### src/lease_slot_table_assert.svh
// Assertion macros shared by the lease slot table RTL.
`ifndef LEASE_SLOT_TABLE_ASSERT_SVH
`define LEASE_SLOT_TABLE_ASSERT_SVH

// Same-cycle implication, checked on every rising edge outside reset.
`define LST_ASSERT_IMP(lbl, ante, cons, msg) \
  lbl: assert property (@(posedge clk) disable iff (!rst_n) (ante) |-> (cons)) else $error(msg);

// Next-cycle implication, checked on every rising edge outside reset.
`define LST_ASSERT_NXT(lbl, ante, cons, msg) \
  lbl: assert property (@(posedge clk) disable iff (!rst_n) (ante) |=> (cons)) else $error(msg);

`endif

### src/lst_pkg.sv
// Package with the widths, codes and entry layout of the lease slot table.
package lst_pkg;

  // Default table size.
  localparam int NUM_SLOTS_DEF = 16;

  // Field widths of items and results.
  localparam int CMD_W    = 3;
  localparam int IDX_W    = 4;
  localparam int OWNER_W  = 64;
  localparam int TIME_W   = 64;
  localparam int COLOUR_W = 8;
  localparam int STYLE_W  = 6;
  localparam int STATUS_W = 2;

  // Configuration port.
  localparam int CFG_ADDR_W = 1;
  localparam int CFG_DATA_W = 32;
  localparam logic [CFG_ADDR_W-1:0] CFG_RECLAIM = 1'b0;
  localparam logic [CFG_ADDR_W-1:0] CFG_STALE   = 1'b1;
  localparam logic [CFG_DATA_W-1:0] RECLAIM_RST = 32'd10000;
  localparam logic [CFG_DATA_W-1:0] STALE_RST   = 32'd2000;

  // Command codes.
  localparam logic [CMD_W-1:0] CMD_CLAIM   = 3'd0;
  localparam logic [CMD_W-1:0] CMD_RELEASE = 3'd1;
  localparam logic [CMD_W-1:0] CMD_PUBLISH = 3'd2;
  localparam logic [CMD_W-1:0] CMD_READ    = 3'd3;
  localparam logic [CMD_W-1:0] CMD_CLASH   = 3'd4;

  // Status codes.
  localparam logic [STATUS_W-1:0] ST_OK         = 2'd0;
  localparam logic [STATUS_W-1:0] ST_OWNER_ZERO = 2'd1;
  localparam logic [STATUS_W-1:0] ST_FULL       = 2'd2;

  // One table entry as it is stored in memory.
  typedef struct packed {
    logic [OWNER_W-1:0]  owner;
    logic [TIME_W-1:0]   heartbeat;
    logic [COLOUR_W-1:0] colour;
    logic [STYLE_W-1:0]  style;
  } entry_t;

  localparam int ENT_W = $bits(entry_t);

endpackage

### src/lst_in_if.sv
// Input channel of the lease slot table: one command item per handshake.
interface lst_in_if;
  logic                         valid;
  logic                         ready;
  logic [lst_pkg::CMD_W-1:0]    cmd;
  logic [lst_pkg::IDX_W-1:0]    slot_index;
  logic [lst_pkg::OWNER_W-1:0]  owner_id;
  logic [lst_pkg::TIME_W-1:0]   now_ms;
  logic [lst_pkg::COLOUR_W-1:0] colour;
  logic [lst_pkg::STYLE_W-1:0]  style;

  modport source (output valid, cmd, slot_index, owner_id, now_ms, colour, style,
                  input ready);
  modport sink (input valid, cmd, slot_index, owner_id, now_ms, colour, style,
                output ready);
endinterface

### src/lst_out_if.sv
// Result channel of the lease slot table: one result item per handshake.
interface lst_out_if;
  logic                         valid;
  logic                         ready;
  logic [lst_pkg::STATUS_W-1:0] status;
  logic [lst_pkg::IDX_W-1:0]    slot_out;
  logic [lst_pkg::OWNER_W-1:0]  owner_out;
  logic [lst_pkg::COLOUR_W-1:0] colour_out;
  logic [lst_pkg::STYLE_W-1:0]  style_out;
  logic                         live;
  logic                         clash;

  modport source (output valid, status, slot_out, owner_out, colour_out, style_out, live,
                  clash, input ready);
  modport sink (input valid, status, slot_out, owner_out, colour_out, style_out, live,
                clash, output ready);
endinterface

### src/lease_slot_table.sv
// Lease slot table: owner leases with heartbeats, kept in one entry memory.
// The table holds NUM_SLOTS leases, one memory word per slot (owner, heartbeat, colour,
// style), read through a registered read port; a valid bit per slot makes an unwritten
// slot read as free with all fields zero, so no clearing pass follows reset. One item is
// worked on at a time. Claims and clash checks walk the memory one slot per cycle over the
// slots below a limit that is NUM_SLOTS for a claim and, for a clash check, the addressed
// slot index (NUM_SLOTS when it lies beyond the table); a clash check at slot zero reads
// nothing. Release, publish and read take one memory read; a claim with owner id zero and
// an unknown command read no memory. The result waits in an output register, and the next
// item is accepted while it waits. Configuration registers (index 0 reclaim limit,
// index 1 stale limit) are written with cfg_we.
module lease_slot_table #(
  parameter int NUM_SLOTS = lst_pkg::NUM_SLOTS_DEF
) (
  input  logic                             clk,
  input  logic                             rst_n,
  input  logic                             cfg_we,
  input  logic [lst_pkg::CFG_ADDR_W-1:0]   cfg_addr,
  input  logic [lst_pkg::CFG_DATA_W-1:0]   cfg_wdata,
  lst_in_if.sink                           in_ch,
  lst_out_if.source                        out_ch
);

  localparam int IW = (NUM_SLOTS > 1) ? $clog2(NUM_SLOTS) : 1;
  localparam int CW = $clog2(NUM_SLOTS + 1);

  typedef enum logic [3:0] {
    S_IDLE = 4'b0001,
    S_LOOK = 4'b0010,
    S_SCAN = 4'b0100,
    S_DONE = 4'b1000
  } state_t;

  state_t state_r, state_nxt;

  // Configuration registers.
  logic [lst_pkg::CFG_DATA_W-1:0] reclaim_r, reclaim_nxt;
  logic [lst_pkg::CFG_DATA_W-1:0] stale_r, stale_nxt;

  // Latched item.
  logic [lst_pkg::CMD_W-1:0]    cmd_r, cmd_nxt;
  logic [IW-1:0]                idx_r, idx_nxt;
  logic                         in_range_r, in_range_nxt;
  logic [lst_pkg::OWNER_W-1:0]  owner_r, owner_nxt;
  logic [lst_pkg::TIME_W-1:0]   now_r, now_nxt;
  logic [lst_pkg::COLOUR_W-1:0] colour_r, colour_nxt;
  logic [lst_pkg::STYLE_W-1:0]  style_r, style_nxt;
  logic [CW-1:0]                lim_r, lim_nxt;

  // Scan state.
  logic [CW-1:0] cnt_r, cnt_nxt;
  logic          pend_r, pend_nxt;
  logic [IW-1:0] pend_idx_r, pend_idx_nxt;
  logic          found_free_r, found_free_nxt;
  logic [IW-1:0] free_idx_r, free_idx_nxt;
  logic          found_recl_r, found_recl_nxt;
  logic [IW-1:0] recl_idx_r, recl_idx_nxt;
  logic          clash_r, clash_nxt;

  // Pending result and its memory write.
  logic [lst_pkg::STATUS_W-1:0] res_status_r, res_status_nxt;
  logic [lst_pkg::IDX_W-1:0]    res_slot_r, res_slot_nxt;
  logic [lst_pkg::OWNER_W-1:0]  res_owner_r, res_owner_nxt;
  logic [lst_pkg::COLOUR_W-1:0] res_colour_r, res_colour_nxt;
  logic [lst_pkg::STYLE_W-1:0]  res_style_r, res_style_nxt;
  logic                         res_live_r, res_live_nxt;
  logic                         res_clash_r, res_clash_nxt;
  logic                         wr_en_r, wr_en_nxt;
  logic [IW-1:0]                wr_addr_r, wr_addr_nxt;
  lst_pkg::entry_t              wr_data_r, wr_data_nxt;

  // Output register.
  logic                         out_valid_r, out_valid_nxt;
  logic [lst_pkg::STATUS_W-1:0] out_status_r, out_status_nxt;
  logic [lst_pkg::IDX_W-1:0]    out_slot_r, out_slot_nxt;
  logic [lst_pkg::OWNER_W-1:0]  out_owner_r, out_owner_nxt;
  logic [lst_pkg::COLOUR_W-1:0] out_colour_r, out_colour_nxt;
  logic [lst_pkg::STYLE_W-1:0]  out_style_r, out_style_nxt;
  logic                         out_live_r, out_live_nxt;
  logic                         out_clash_r, out_clash_nxt;

  // Slot valid bits and the valid bit of the word being read.
  logic [NUM_SLOTS-1:0] valid_r, valid_nxt;
  logic                 rd_valid_r, rd_valid_nxt;

  // Memory port signals.
  logic            ram_we;
  logic            ram_re;
  logic [IW-1:0]   ram_raddr;
  logic [lst_pkg::ENT_W-1:0] ram_q;
  logic            out_load;

  // Entry evaluation.
  lst_pkg::entry_t           ent;
  logic [lst_pkg::TIME_W:0]  diff;
  logic [lst_pkg::TIME_W-1:0] age;
  logic                      ent_live;
  logic                      ent_recl;
  logic                      ent_match;

  // Index conversions.
  logic [IW+lst_pkg::IDX_W-1:0] in_idx_wide;
  logic [CW+lst_pkg::IDX_W-1:0] in_idx_cw;
  logic                         in_range_in;
  logic [IW-1:0]                pick;
  logic [IW+lst_pkg::IDX_W-1:0] pick_wide;

  lst_ram #(
    .WIDTH (lst_pkg::ENT_W),
    .DEPTH (NUM_SLOTS)
  ) u_ram (
    .clk   (clk),
    .we    (ram_we),
    .waddr (wr_addr_r),
    .wdata (wr_data_r),
    .re    (ram_re),
    .raddr (ram_raddr),
    .rdata (ram_q)
  );

  // Slot index of the incoming item, sized for addressing and for the scan limit.
  assign in_idx_wide = (IW + lst_pkg::IDX_W)'(in_ch.slot_index);
  assign in_idx_cw   = (CW + lst_pkg::IDX_W)'(in_ch.slot_index);
  assign in_range_in = in_idx_cw < (CW + lst_pkg::IDX_W)'(NUM_SLOTS);

  // Entry just read; a slot never written reads as all zero.
  assign ent  = rd_valid_r ? lst_pkg::entry_t'(ram_q) : '0;
  assign diff = {1'b0, now_r} - {1'b0, ent.heartbeat};
  assign age  = diff[lst_pkg::TIME_W] ? '0 : diff[lst_pkg::TIME_W-1:0];
  assign ent_live = (ent.owner != '0) && (ent.heartbeat != '0) &&
                    (age <= lst_pkg::TIME_W'(stale_r));
  assign ent_recl = (ent.owner != '0) && (age > lst_pkg::TIME_W'(reclaim_r));
  assign ent_match = ent_live && (ent.colour == colour_r) && (ent.style == style_r);

  // Slot granted by a claim: the lowest free one, else the lowest reclaimable one.
  assign pick      = found_free_r ? free_idx_r : recl_idx_r;
  assign pick_wide = (IW + lst_pkg::IDX_W)'(pick);

  // Sequencer and datapath.
  always_comb begin
    state_nxt      = state_r;
    reclaim_nxt    = reclaim_r;
    stale_nxt      = stale_r;
    cmd_nxt        = cmd_r;
    idx_nxt        = idx_r;
    in_range_nxt   = in_range_r;
    owner_nxt      = owner_r;
    now_nxt        = now_r;
    colour_nxt     = colour_r;
    style_nxt      = style_r;
    lim_nxt        = lim_r;
    cnt_nxt        = cnt_r;
    pend_nxt       = pend_r;
    pend_idx_nxt   = pend_idx_r;
    found_free_nxt = found_free_r;
    free_idx_nxt   = free_idx_r;
    found_recl_nxt = found_recl_r;
    recl_idx_nxt   = recl_idx_r;
    clash_nxt      = clash_r;
    res_status_nxt = res_status_r;
    res_slot_nxt   = res_slot_r;
    res_owner_nxt  = res_owner_r;
    res_colour_nxt = res_colour_r;
    res_style_nxt  = res_style_r;
    res_live_nxt   = res_live_r;
    res_clash_nxt  = res_clash_r;
    wr_en_nxt      = wr_en_r;
    wr_addr_nxt    = wr_addr_r;
    wr_data_nxt    = wr_data_r;
    ram_re         = 1'b0;
    ram_raddr      = cnt_r[IW-1:0];
    out_load       = 1'b0;

    // Configuration writes.
    if (cfg_we) begin
      unique case (cfg_addr)
        lst_pkg::CFG_RECLAIM: reclaim_nxt = cfg_wdata;
        lst_pkg::CFG_STALE:   stale_nxt   = cfg_wdata;
        default: ;
      endcase
    end

    unique case (state_r)
      S_IDLE: begin
        if (in_ch.valid) begin
          cmd_nxt        = in_ch.cmd;
          idx_nxt        = in_idx_wide[IW-1:0];
          in_range_nxt   = in_range_in;
          owner_nxt      = in_ch.owner_id;
          now_nxt        = in_ch.now_ms;
          colour_nxt     = in_ch.colour;
          style_nxt      = in_ch.style;
          cnt_nxt        = '0;
          pend_nxt       = 1'b0;
          found_free_nxt = 1'b0;
          found_recl_nxt = 1'b0;
          clash_nxt      = 1'b0;
          wr_en_nxt      = 1'b0;
          res_status_nxt = lst_pkg::ST_OK;
          res_slot_nxt   = in_ch.slot_index;
          res_owner_nxt  = '0;
          res_colour_nxt = '0;
          res_style_nxt  = '0;
          res_live_nxt   = 1'b0;
          res_clash_nxt  = 1'b0;
          case (in_ch.cmd) inside
            lst_pkg::CMD_CLAIM: begin
              res_slot_nxt = '0;
              lim_nxt      = CW'(NUM_SLOTS);
              if (in_ch.owner_id == '0) begin
                res_status_nxt = lst_pkg::ST_OWNER_ZERO;
                state_nxt      = S_DONE;
              end else begin
                state_nxt = S_SCAN;
              end
            end
            lst_pkg::CMD_CLASH: begin
              lim_nxt   = in_range_in ? in_idx_cw[CW-1:0] : CW'(NUM_SLOTS);
              state_nxt = S_SCAN;
            end
            lst_pkg::CMD_RELEASE, lst_pkg::CMD_PUBLISH, lst_pkg::CMD_READ: begin
              ram_re    = 1'b1;
              ram_raddr = in_idx_wide[IW-1:0];
              state_nxt = S_LOOK;
            end
            default: begin
              state_nxt = S_DONE;
            end
          endcase
        end
      end

      // Single-slot commands: the addressed entry is on the read port now.
      S_LOOK: begin
        case (cmd_r)
          lst_pkg::CMD_RELEASE: begin
            if (in_range_r) begin
              wr_en_nxt          = 1'b1;
              wr_addr_nxt        = idx_r;
              wr_data_nxt        = '0;
              wr_data_nxt.colour = ent.colour;
              wr_data_nxt.style  = ent.style;
            end
          end
          lst_pkg::CMD_PUBLISH: begin
            if (in_range_r && (ent.owner != '0)) begin
              wr_en_nxt             = 1'b1;
              wr_addr_nxt           = idx_r;
              wr_data_nxt.owner     = ent.owner;
              wr_data_nxt.heartbeat = now_r;
              wr_data_nxt.colour    = colour_r;
              wr_data_nxt.style     = style_r;
            end
          end
          default: begin
            if (in_range_r) begin
              res_owner_nxt  = ent.owner;
              res_colour_nxt = ent.colour;
              res_style_nxt  = ent.style;
              res_live_nxt   = ent_live;
            end
          end
        endcase
        state_nxt = S_DONE;
      end

      // Scan: issue one read per cycle and evaluate the entry read the cycle before.
      S_SCAN: begin
        if (pend_r) begin
          if (cmd_r == lst_pkg::CMD_CLAIM) begin
            if (!found_free_r && (ent.owner == '0)) begin
              found_free_nxt = 1'b1;
              free_idx_nxt   = pend_idx_r;
            end
            if (!found_recl_r && ent_recl) begin
              found_recl_nxt = 1'b1;
              recl_idx_nxt   = pend_idx_r;
            end
          end else if (ent_match) begin
            clash_nxt = 1'b1;
          end
        end
        if (cnt_r < lim_r) begin
          ram_re       = 1'b1;
          ram_raddr    = cnt_r[IW-1:0];
          pend_nxt     = 1'b1;
          pend_idx_nxt = cnt_r[IW-1:0];
          cnt_nxt      = cnt_r + CW'(1);
        end else begin
          pend_nxt = 1'b0;
          if (!pend_r) begin
            if (cmd_r == lst_pkg::CMD_CLAIM) begin
              if (found_free_r || found_recl_r) begin
                wr_en_nxt             = 1'b1;
                wr_addr_nxt           = pick;
                wr_data_nxt           = '0;
                wr_data_nxt.owner     = owner_r;
                wr_data_nxt.heartbeat = now_r;
                res_slot_nxt          = pick_wide[lst_pkg::IDX_W-1:0];
              end else begin
                res_status_nxt = lst_pkg::ST_FULL;
              end
            end else begin
              res_clash_nxt = clash_r;
            end
            state_nxt = S_DONE;
          end
        end
      end

      // Once the output register is free, hand the result to it and commit the memory write.
      S_DONE: begin
        if (!out_valid_r || out_ch.ready) begin
          out_load  = 1'b1;
          state_nxt = S_IDLE;
        end
      end

      default: begin
        state_nxt = S_IDLE;
      end
    endcase
  end

  assign ram_we = out_load && wr_en_r;

  // Valid bits of the slots and of the word on the read port.
  always_comb begin
    valid_nxt    = valid_r;
    rd_valid_nxt = rd_valid_r;
    if (ram_we) begin
      valid_nxt[wr_addr_r] = 1'b1;
    end
    if (ram_re) begin
      rd_valid_nxt = valid_r[ram_raddr];
    end
  end

  // Output register.
  always_comb begin
    out_valid_nxt  = out_valid_r;
    out_status_nxt = out_status_r;
    out_slot_nxt   = out_slot_r;
    out_owner_nxt  = out_owner_r;
    out_colour_nxt = out_colour_r;
    out_style_nxt  = out_style_r;
    out_live_nxt   = out_live_r;
    out_clash_nxt  = out_clash_r;
    if (out_load) begin
      out_valid_nxt  = 1'b1;
      out_status_nxt = res_status_r;
      out_slot_nxt   = res_slot_r;
      out_owner_nxt  = res_owner_r;
      out_colour_nxt = res_colour_r;
      out_style_nxt  = res_style_r;
      out_live_nxt   = res_live_r;
      out_clash_nxt  = res_clash_r;
    end else if (out_ch.ready) begin
      out_valid_nxt = 1'b0;
    end
  end

  // Control registers.
  always_ff @(posedge clk) begin
    if (!rst_n) begin
      state_r     <= S_IDLE;
      reclaim_r   <= lst_pkg::RECLAIM_RST;
      stale_r     <= lst_pkg::STALE_RST;
      valid_r     <= '0;
      rd_valid_r  <= 1'b0;
      out_valid_r <= 1'b0;
      pend_r      <= 1'b0;
      cnt_r       <= '0;
      wr_en_r     <= 1'b0;
    end else begin
      state_r     <= state_nxt;
      reclaim_r   <= reclaim_nxt;
      stale_r     <= stale_nxt;
      valid_r     <= valid_nxt;
      rd_valid_r  <= rd_valid_nxt;
      out_valid_r <= out_valid_nxt;
      pend_r      <= pend_nxt;
      cnt_r       <= cnt_nxt;
      wr_en_r     <= wr_en_nxt;
    end
  end

  // Payload registers.
  always_ff @(posedge clk) begin
    cmd_r        <= cmd_nxt;
    idx_r        <= idx_nxt;
    in_range_r   <= in_range_nxt;
    owner_r      <= owner_nxt;
    now_r        <= now_nxt;
    colour_r     <= colour_nxt;
    style_r      <= style_nxt;
    lim_r        <= lim_nxt;
    pend_idx_r   <= pend_idx_nxt;
    found_free_r <= found_free_nxt;
    free_idx_r   <= free_idx_nxt;
    found_recl_r <= found_recl_nxt;
    recl_idx_r   <= recl_idx_nxt;
    clash_r      <= clash_nxt;
    res_status_r <= res_status_nxt;
    res_slot_r   <= res_slot_nxt;
    res_owner_r  <= res_owner_nxt;
    res_colour_r <= res_colour_nxt;
    res_style_r  <= res_style_nxt;
    res_live_r   <= res_live_nxt;
    res_clash_r  <= res_clash_nxt;
    wr_addr_r    <= wr_addr_nxt;
    wr_data_r    <= wr_data_nxt;
    out_status_r <= out_status_nxt;
    out_slot_r   <= out_slot_nxt;
    out_owner_r  <= out_owner_nxt;
    out_colour_r <= out_colour_nxt;
    out_style_r  <= out_style_nxt;
    out_live_r   <= out_live_nxt;
    out_clash_r  <= out_clash_nxt;
  end

  // Channel ports.
  assign in_ch.ready       = (state_r == S_IDLE);
  assign out_ch.valid      = out_valid_r;
  assign out_ch.status     = out_status_r;
  assign out_ch.slot_out   = out_slot_r;
  assign out_ch.owner_out  = out_owner_r;
  assign out_ch.colour_out = out_colour_r;
  assign out_ch.style_out  = out_style_r;
  assign out_ch.live       = out_live_r;
  assign out_ch.clash      = out_clash_r;

  // Checks.
`include "lease_slot_table_assert.svh"

  `LST_ASSERT_NXT(a_one_item_at_a_time, in_ch.valid && in_ch.ready, !in_ch.ready, "item accepted while busy")
  `LST_ASSERT_IMP(a_scan_in_bounds, state_r == S_SCAN, cnt_r <= lim_r, "scan ran past its limit")
  `LST_ASSERT_IMP(a_claim_writes_owner, ram_we && (cmd_r == lst_pkg::CMD_CLAIM), wr_data_r.owner != '0, "claim wrote a free slot")
  `LST_ASSERT_NXT(a_result_follows_load, out_load, out_ch.valid, "result lost at output register")

endmodule

### src/lst_ram.sv
// Generic single-port-write, single-port-read RAM with a registered read.
module lst_ram #(
  parameter int WIDTH = lst_pkg::ENT_W,
  parameter int DEPTH = lst_pkg::NUM_SLOTS_DEF
) (
  input  logic                                    clk,
  input  logic                                    we,
  input  logic [((DEPTH > 1) ? $clog2(DEPTH) : 1)-1:0] waddr,
  input  logic [WIDTH-1:0]                        wdata,
  input  logic                                    re,
  input  logic [((DEPTH > 1) ? $clog2(DEPTH) : 1)-1:0] raddr,
  output logic [WIDTH-1:0]                        rdata
);

  logic [WIDTH-1:0] mem_r [DEPTH];
  logic [WIDTH-1:0] rdata_r;

  // Write port and registered read port.
  always_ff @(posedge clk) begin
    if (we) begin
      mem_r[waddr] <= wdata;
    end
    if (re) begin
      rdata_r <= mem_r[raddr];
    end
  end

  assign rdata = rdata_r;

endmodule
### src/flat_wrapper.sv
// flat-port wrapper written by rule: the top's interface ports become plain ports
module lease_slot_table_flat 
#(
  parameter int NUM_SLOTS = lst_pkg::NUM_SLOTS_DEF
)
  (clk, rst_n, cfg_we, cfg_addr, cfg_wdata, in_ch_valid, in_ch_cmd, in_ch_slot_index, in_ch_owner_id, in_ch_now_ms, in_ch_colour, in_ch_style, in_ch_ready, out_ch_valid, out_ch_status, out_ch_slot_out, out_ch_owner_out, out_ch_colour_out, out_ch_style_out, out_ch_live, out_ch_clash, out_ch_ready);
  lst_in_if in_ch_i ();
  lst_out_if out_ch_i ();
  input  logic clk;
  input  logic rst_n;
  input  logic cfg_we;
  input  logic [lst_pkg::CFG_ADDR_W-1:0] cfg_addr;
  input  logic [lst_pkg::CFG_DATA_W-1:0] cfg_wdata;
  input wire logic [$bits(in_ch_i.valid)-1:0] in_ch_valid;
  input wire logic [$bits(in_ch_i.cmd)-1:0] in_ch_cmd;
  input wire logic [$bits(in_ch_i.slot_index)-1:0] in_ch_slot_index;
  input wire logic [$bits(in_ch_i.owner_id)-1:0] in_ch_owner_id;
  input wire logic [$bits(in_ch_i.now_ms)-1:0] in_ch_now_ms;
  input wire logic [$bits(in_ch_i.colour)-1:0] in_ch_colour;
  input wire logic [$bits(in_ch_i.style)-1:0] in_ch_style;
  output wire logic [$bits(in_ch_i.ready)-1:0] in_ch_ready;
  output wire logic [$bits(out_ch_i.valid)-1:0] out_ch_valid;
  output wire logic [$bits(out_ch_i.status)-1:0] out_ch_status;
  output wire logic [$bits(out_ch_i.slot_out)-1:0] out_ch_slot_out;
  output wire logic [$bits(out_ch_i.owner_out)-1:0] out_ch_owner_out;
  output wire logic [$bits(out_ch_i.colour_out)-1:0] out_ch_colour_out;
  output wire logic [$bits(out_ch_i.style_out)-1:0] out_ch_style_out;
  output wire logic [$bits(out_ch_i.live)-1:0] out_ch_live;
  output wire logic [$bits(out_ch_i.clash)-1:0] out_ch_clash;
  input wire logic [$bits(out_ch_i.ready)-1:0] out_ch_ready;
  assign in_ch_i.valid = in_ch_valid;
  assign in_ch_i.cmd = in_ch_cmd;
  assign in_ch_i.slot_index = in_ch_slot_index;
  assign in_ch_i.owner_id = in_ch_owner_id;
  assign in_ch_i.now_ms = in_ch_now_ms;
  assign in_ch_i.colour = in_ch_colour;
  assign in_ch_i.style = in_ch_style;
  assign in_ch_ready = in_ch_i.ready;
  assign out_ch_valid = out_ch_i.valid;
  assign out_ch_status = out_ch_i.status;
  assign out_ch_slot_out = out_ch_i.slot_out;
  assign out_ch_owner_out = out_ch_i.owner_out;
  assign out_ch_colour_out = out_ch_i.colour_out;
  assign out_ch_style_out = out_ch_i.style_out;
  assign out_ch_live = out_ch_i.live;
  assign out_ch_clash = out_ch_i.clash;
  assign out_ch_i.ready = out_ch_ready;
  lease_slot_table #(.NUM_SLOTS(NUM_SLOTS)) u_core (.clk(clk), .rst_n(rst_n), .cfg_we(cfg_we), .cfg_addr(cfg_addr), .cfg_wdata(cfg_wdata), .in_ch(in_ch_i), .out_ch(out_ch_i));
endmodule
### config.mk
export PLATFORM = sky130hd
export DESIGN_NAME = lease_slot_table_flat
export DESIGN_NICKNAME = d
export VERILOG_FILES = /design/src/lst_pkg.sv /design/src/lst_in_if.sv /design/src/lst_out_if.sv /design/src/lease_slot_table.sv /design/src/lst_ram.sv /design/src/flat_wrapper.sv
export VERILOG_INCLUDE_DIRS = /design/src /design/src/src
export SDC_FILE = /design/constraint.sdc
export NUM_CORES = 2
export LEC_CHECK = 0
export BUFFER_PORTS_ARGS = -buffer_cell sky130_fd_sc_hd__buf_4
export CAP_MARGIN = 25
export CORE_ASPECT_RATIO = 2
export CORE_MARGIN = 2
export CORE_UTILIZATION = 30
export DETAILED_ROUTE_END_ITERATION = 12
export PLACE_DENSITY = 0.44
export SYNTH_ARGS = -nofsm -noshare
export SYNTH_HDL_FRONTEND = slang
export SYNTH_HIERARCHICAL = 1
export SYNTH_SLANG_ARGS = --single-unit
### constraint.sdc
create_clock -name clk -period 25.4 [get_ports clk]
set_input_delay 5.08 -clock clk [delete_from_list [all_inputs] [get_ports clk]]
set_output_delay 5.08 -clock clk [all_outputs]
set_load 0.01 [all_outputs]
==> results.py <==
metrics = {
    "status": {
        "status": "finished clean",
    },
    "clock_network": {
        "cts_resized": 0,
        "clk_pin_slew_worst_paths_ps": 60,
        "cts_buffers": 292,
        "cts_sinks": 2994,
        "cts_buffer_depth": 4,
        "ctsHoldBuffers": 0,
        "post_cts_buffers": 0,
        "clk_latency_ps": 940,
        "root_buffer": "clkbuf_16",
        "cts_tree": "yes",
        "htreeDepth": 5,
    },
    "hold_path": {
        "min_from": "u_core/res_owner_r[22]$_SDFFCE_PN0P_",
        "hp-class": "flop to flop",
    },
    "synthesis": {
        "synth_edf_count": 2901,
        "synth.largest_area_cell": "edfxtp_1",
        "synthArstFlopShare_pct": 0,
        "synthFlopType": "edfxtp_1",
        "yosys-top-cells-area": "edfxtp_1 (74%), mux4_2 (10%), dfxtp_1 (1.6%), a22oi_1 (1.6%), ha_1 (1.4%)",
        "netlist_area_sq_mm": 0.1178,
        "syn_avg_cell_area_sq_um": 18.86,
        "synth_top_cells_by_count": "edfxtp_1 (2901), mux4_2 (529), nand2_1 (421)",
        "ys_types": 86,
        "yosysWarnings": 6,
        "netlist.area_leader.share_pct": 73.96,
        "synth_seq_cells": 2994,
        "synth_seq_area_share_pct": 75.54,
        "synth.most_common_cell": "edfxtp_1",
        "synthesis.nets": 6563,
        "netlist_instances": 6244,
    },
    "critical_path": {
        "arrival_ps": 11620,
        "critPathKind": "input port to flop",
        "rrSetupSlack_ps": 17210,
        "end_kind": "flop",
        "critPathCapture": "u_core/u_ram/rdata[48]$_DFFE_PP_",
        "worstPathRequired_ps": 26030,
        "crit_fanout": 67,
        "r2r_start": "u_core/rd_valid_r$_SDFFE_PN0P_",
        "startpoint": "in_ch_valid",
        "startpoint_type": "input port",
        "r2r-end": "u_core/clash_r$_DFFE_PP_",
        "reg2regPathDepth": 24,
    },
    "global_route": {
        "grt_pass1_wl_um": 526900,
        "grt_max_degree": 84,
        "grt_pass1_vias": 65545,
        "overflow": 0,
        "track_usage_pct": 18.74,
        "grt_antenna_before_repair": 27,
    },
    "sta": {
        "setup_tns_ps": 0,
        "max_freq_mhz": 90.94,
        "slew_headroom_pct": 24.31,
        "finalSetupViolCount": 0,
        "worst_slew_pin_slew_ps": 1133,
        "finClkSkew_ps": 83.42,
        "fin_ws_ps": 14400,
        "rsz0062_at_grt": "false",
        "period_share_pct": 43.29,
        "hold_viol_final": 0,
        "period_needed_ps": 11000,
        "drv_slew": 0,
    },
    "power_and_ir_drop": {
        "p_sw_share_pct": 22.92,
        "totalPowerFinal_w": 0.01051,
        "p_int_w": 0.008101,
        "combPwrFrac_pct": 5.8,
        "powerDensity_mw_per_mm2": 77.37,
        "ir_worst_vdd_uv": 44.07,
        "net-switching-power_w": 0.002409,
        "pwr-share-seq_pct": 52.5,
        "p_leak_nw": 43.86,
        "clkPwrFrac_pct": 41.7,
    },
    "floorplan": {
        "io_pins": 275,
        "die_area_sq_mm": 0.3979,
        "fp.dieH_um": 890.1,
        "die_x_um": 447.1,
        "core-area_sq_mm": 0.3912,
        "rows": 325,
        "initial_utilization_pct": 30.11,
    },
    "routing": {
        "wl_um": 379100,
        "wl_per_cell_um": 31.34,
        "drc": 0,
        "first_pass_iters": 5,
        "final_antenna_net_count": 0,
        "via_per_inst": 5.182,
        "vias": 62693,
        "drtIter0Drc": 5807,
    },
    "finish": {
        "multi_input_area_sq_mm": 0.02711,
        "drive_gt1_share_pct": 22.30,
        "nets": 6955,
        "fillers": 37072,
        "finish.utilization_pct": 34.73,
        "area_delta_synth_final_pct": 15.34,
        "seq_area_sq_mm": 0.08898,
    },
    "placement": {
        "port_buffers": 274,
        "post-place-ws_ps": 13230,
        "gp_congestion": 0.8627,
        "place_hpwl_um": 221500,
    },
    "flow_run": {
        "drv_cap": 0,
    },
}
per-layer routing:
| layer | global-route usage [%] | share of wire (%) |
|---|---|---|
| met3 | 2.376 | 4.7 |
| met5 | 0 | 0.0090 |
| met4 | 5.044 | 2.6 |
| met2 | 32.45 | 51 |
| met1 | 24.64 | 42 |
registers in the layout, summed over array words and instances (netlist names), 5 cells and up:
name and flops:
u_core/valid_r 16, u_core/u_ram/rdata 142, u_core/res_colour_r 8, u_core/lim_r 5
u_core/now_r 64, u_core/out_ch.style_out 6, u_core/owner_r 64, u_core/res_style_r 6
u_core/style_r 6, u_core/reclaim_r 32, u_core/cnt_r 5, u_core/stale_r 32
u_core/res_owner_r 64, u_core/wr_data_r 142, u_core/colour_r 8, u_core/u_ram/mem_r 2272
u_core/out_ch.owner_out 64, u_core/out_ch.colour_out 8
logic make-up after synthesis:
group,count (synthesis),share of synthesized area [%]
buf+inv,430,1.669
xor+xnor,48,0.3569
simple gates,1112,4.601
mux,659,11.30
fa+ha+maj,133,1.417
compound gates,868,5.111
flops,2994,75.54
final cells by class:
type | count | area share, %
timing repair buffer | 427 | 2.532
clock buffer | 349 | 5.661
antenna | 9 | 0.01658
multi-input combinational | 2820 | 19.96
tap | 5232 | 4.819
inverter | 101 | 0.2984
sequential | 2994 | 65.50
clock inverter | 167 | 1.221
placed cells by master (no fill, tap or decap), types with 21 or more instances in the layout:
| master | Yosys | final |
|---|---|---|
| o211ai_1 | 23 | 23 |
| nand2b_1 | 32 | 31 |
| nand2_1 | 421 | 419 |
| nand3_1 | 45 | 45 |
| edfxtp_1 | 2901 | 2901 |
| a21o_1 | 43 | 43 |
| clkbuf_1 | 169 | 49 |
| a221oi_1 | 21 | 21 |
| a22o_1 | 65 | 65 |
| xnor2_1 | 25 | 25 |
| nor4_1 | 48 | 44 |
| dfxtp_1 | 93 | 92 |
| mux4_2 | 529 | 529 |
| bufinv_16 | 0 | 26 |
| clkinv_1 | 0 | 46 |
| o21ai_0 | 93 | 93 |
| and3_1 | 92 | 91 |
| and2_1 | 23 | 21 |
| ha_1 | 131 | 131 |
| mux2i_1 | 52 | 52 |
| xor2_1 | 23 | 23 |
| a21oi_1 | 195 | 195 |
| clkbuf_16 | 0 | 300 |
| nor3_1 | 33 | 28 |
| nor2_1 | 190 | 175 |
| inv_1 | 100 | 95 |
| nor2b_1 | 104 | 96 |
| clkinv_2 | 0 | 59 |
| nand4_1 | 59 | 59 |
| mux2_2 | 78 | 77 |
| buf_4 | 16 | 407 |
| a22oi_1 | 246 | 246 |
| o221ai_1 | 25 | 25 |
per-stage QoR:
| step | hold WS (ps) | cells | cell area, sq um |
|---|---|---|---|
| 6_report | 410.1 | 12099 | 135900 |
| 5_1_grt | 415.0 | 12094 | 135800 |
| 4_1_cts | 411.9 | 12090 | 135800 |
| 3_5_place_dp | 405.4 | 11574 | 126500 |
| 3_3_place_gp | 404.3 | 11560 | 126200 |
| 2_1_floorplan | 400.3 | 6244 | 117800 |
how the worst min path moves through the flow:
| stage | endpoint | slack, ps | cells after the start |
|---|---|---|---|
| floorplan | u_core/out_ch.clash$_DFFE_PP_ | 400 | 0 |
| global placement | u_core/out_ch.owner_out[42]$_DFFE_PP_ | 400 | 0 |
| detailed placement | u_core/out_ch.owner_out[8]$_DFFE_PP_ | 410 | 0 |
| CTS | u_core/out_ch.owner_out[22]$_DFFE_PP_ | 410 | 0 |
| global route | u_core/recl_idx_r[1]$_DFFE_PP_ | 420 | 0 |
| finish | u_core/out_ch.owner_out[22]$_DFFE_PP_ | 410 | 0 |
power by group through the flow:
stage               Clock [W]  Combinational [W]  Sequential (W)
floorplan                   0           0.000379         0.00557
global placement            0           0.000610         0.00563
detailed placement          0           0.000616         0.00563
CTS                   0.00451           0.000618         0.00552
global route          0.00467           0.000659         0.00552
finish                0.00438           0.000607         0.00552
critical path, stage by stage:
cell	delay (ps)
buf_4	90
nand2_1	450
or3_1	740
mux2i_1	190
buf_4	220
inv_8	500
buf_4	840
buf_4	740
buf_4	790
buf_4	790
mux4_2	600
a22oi_1	220
nand2_1	110
No activity file was read; power rests on OpenSTA's default activity.
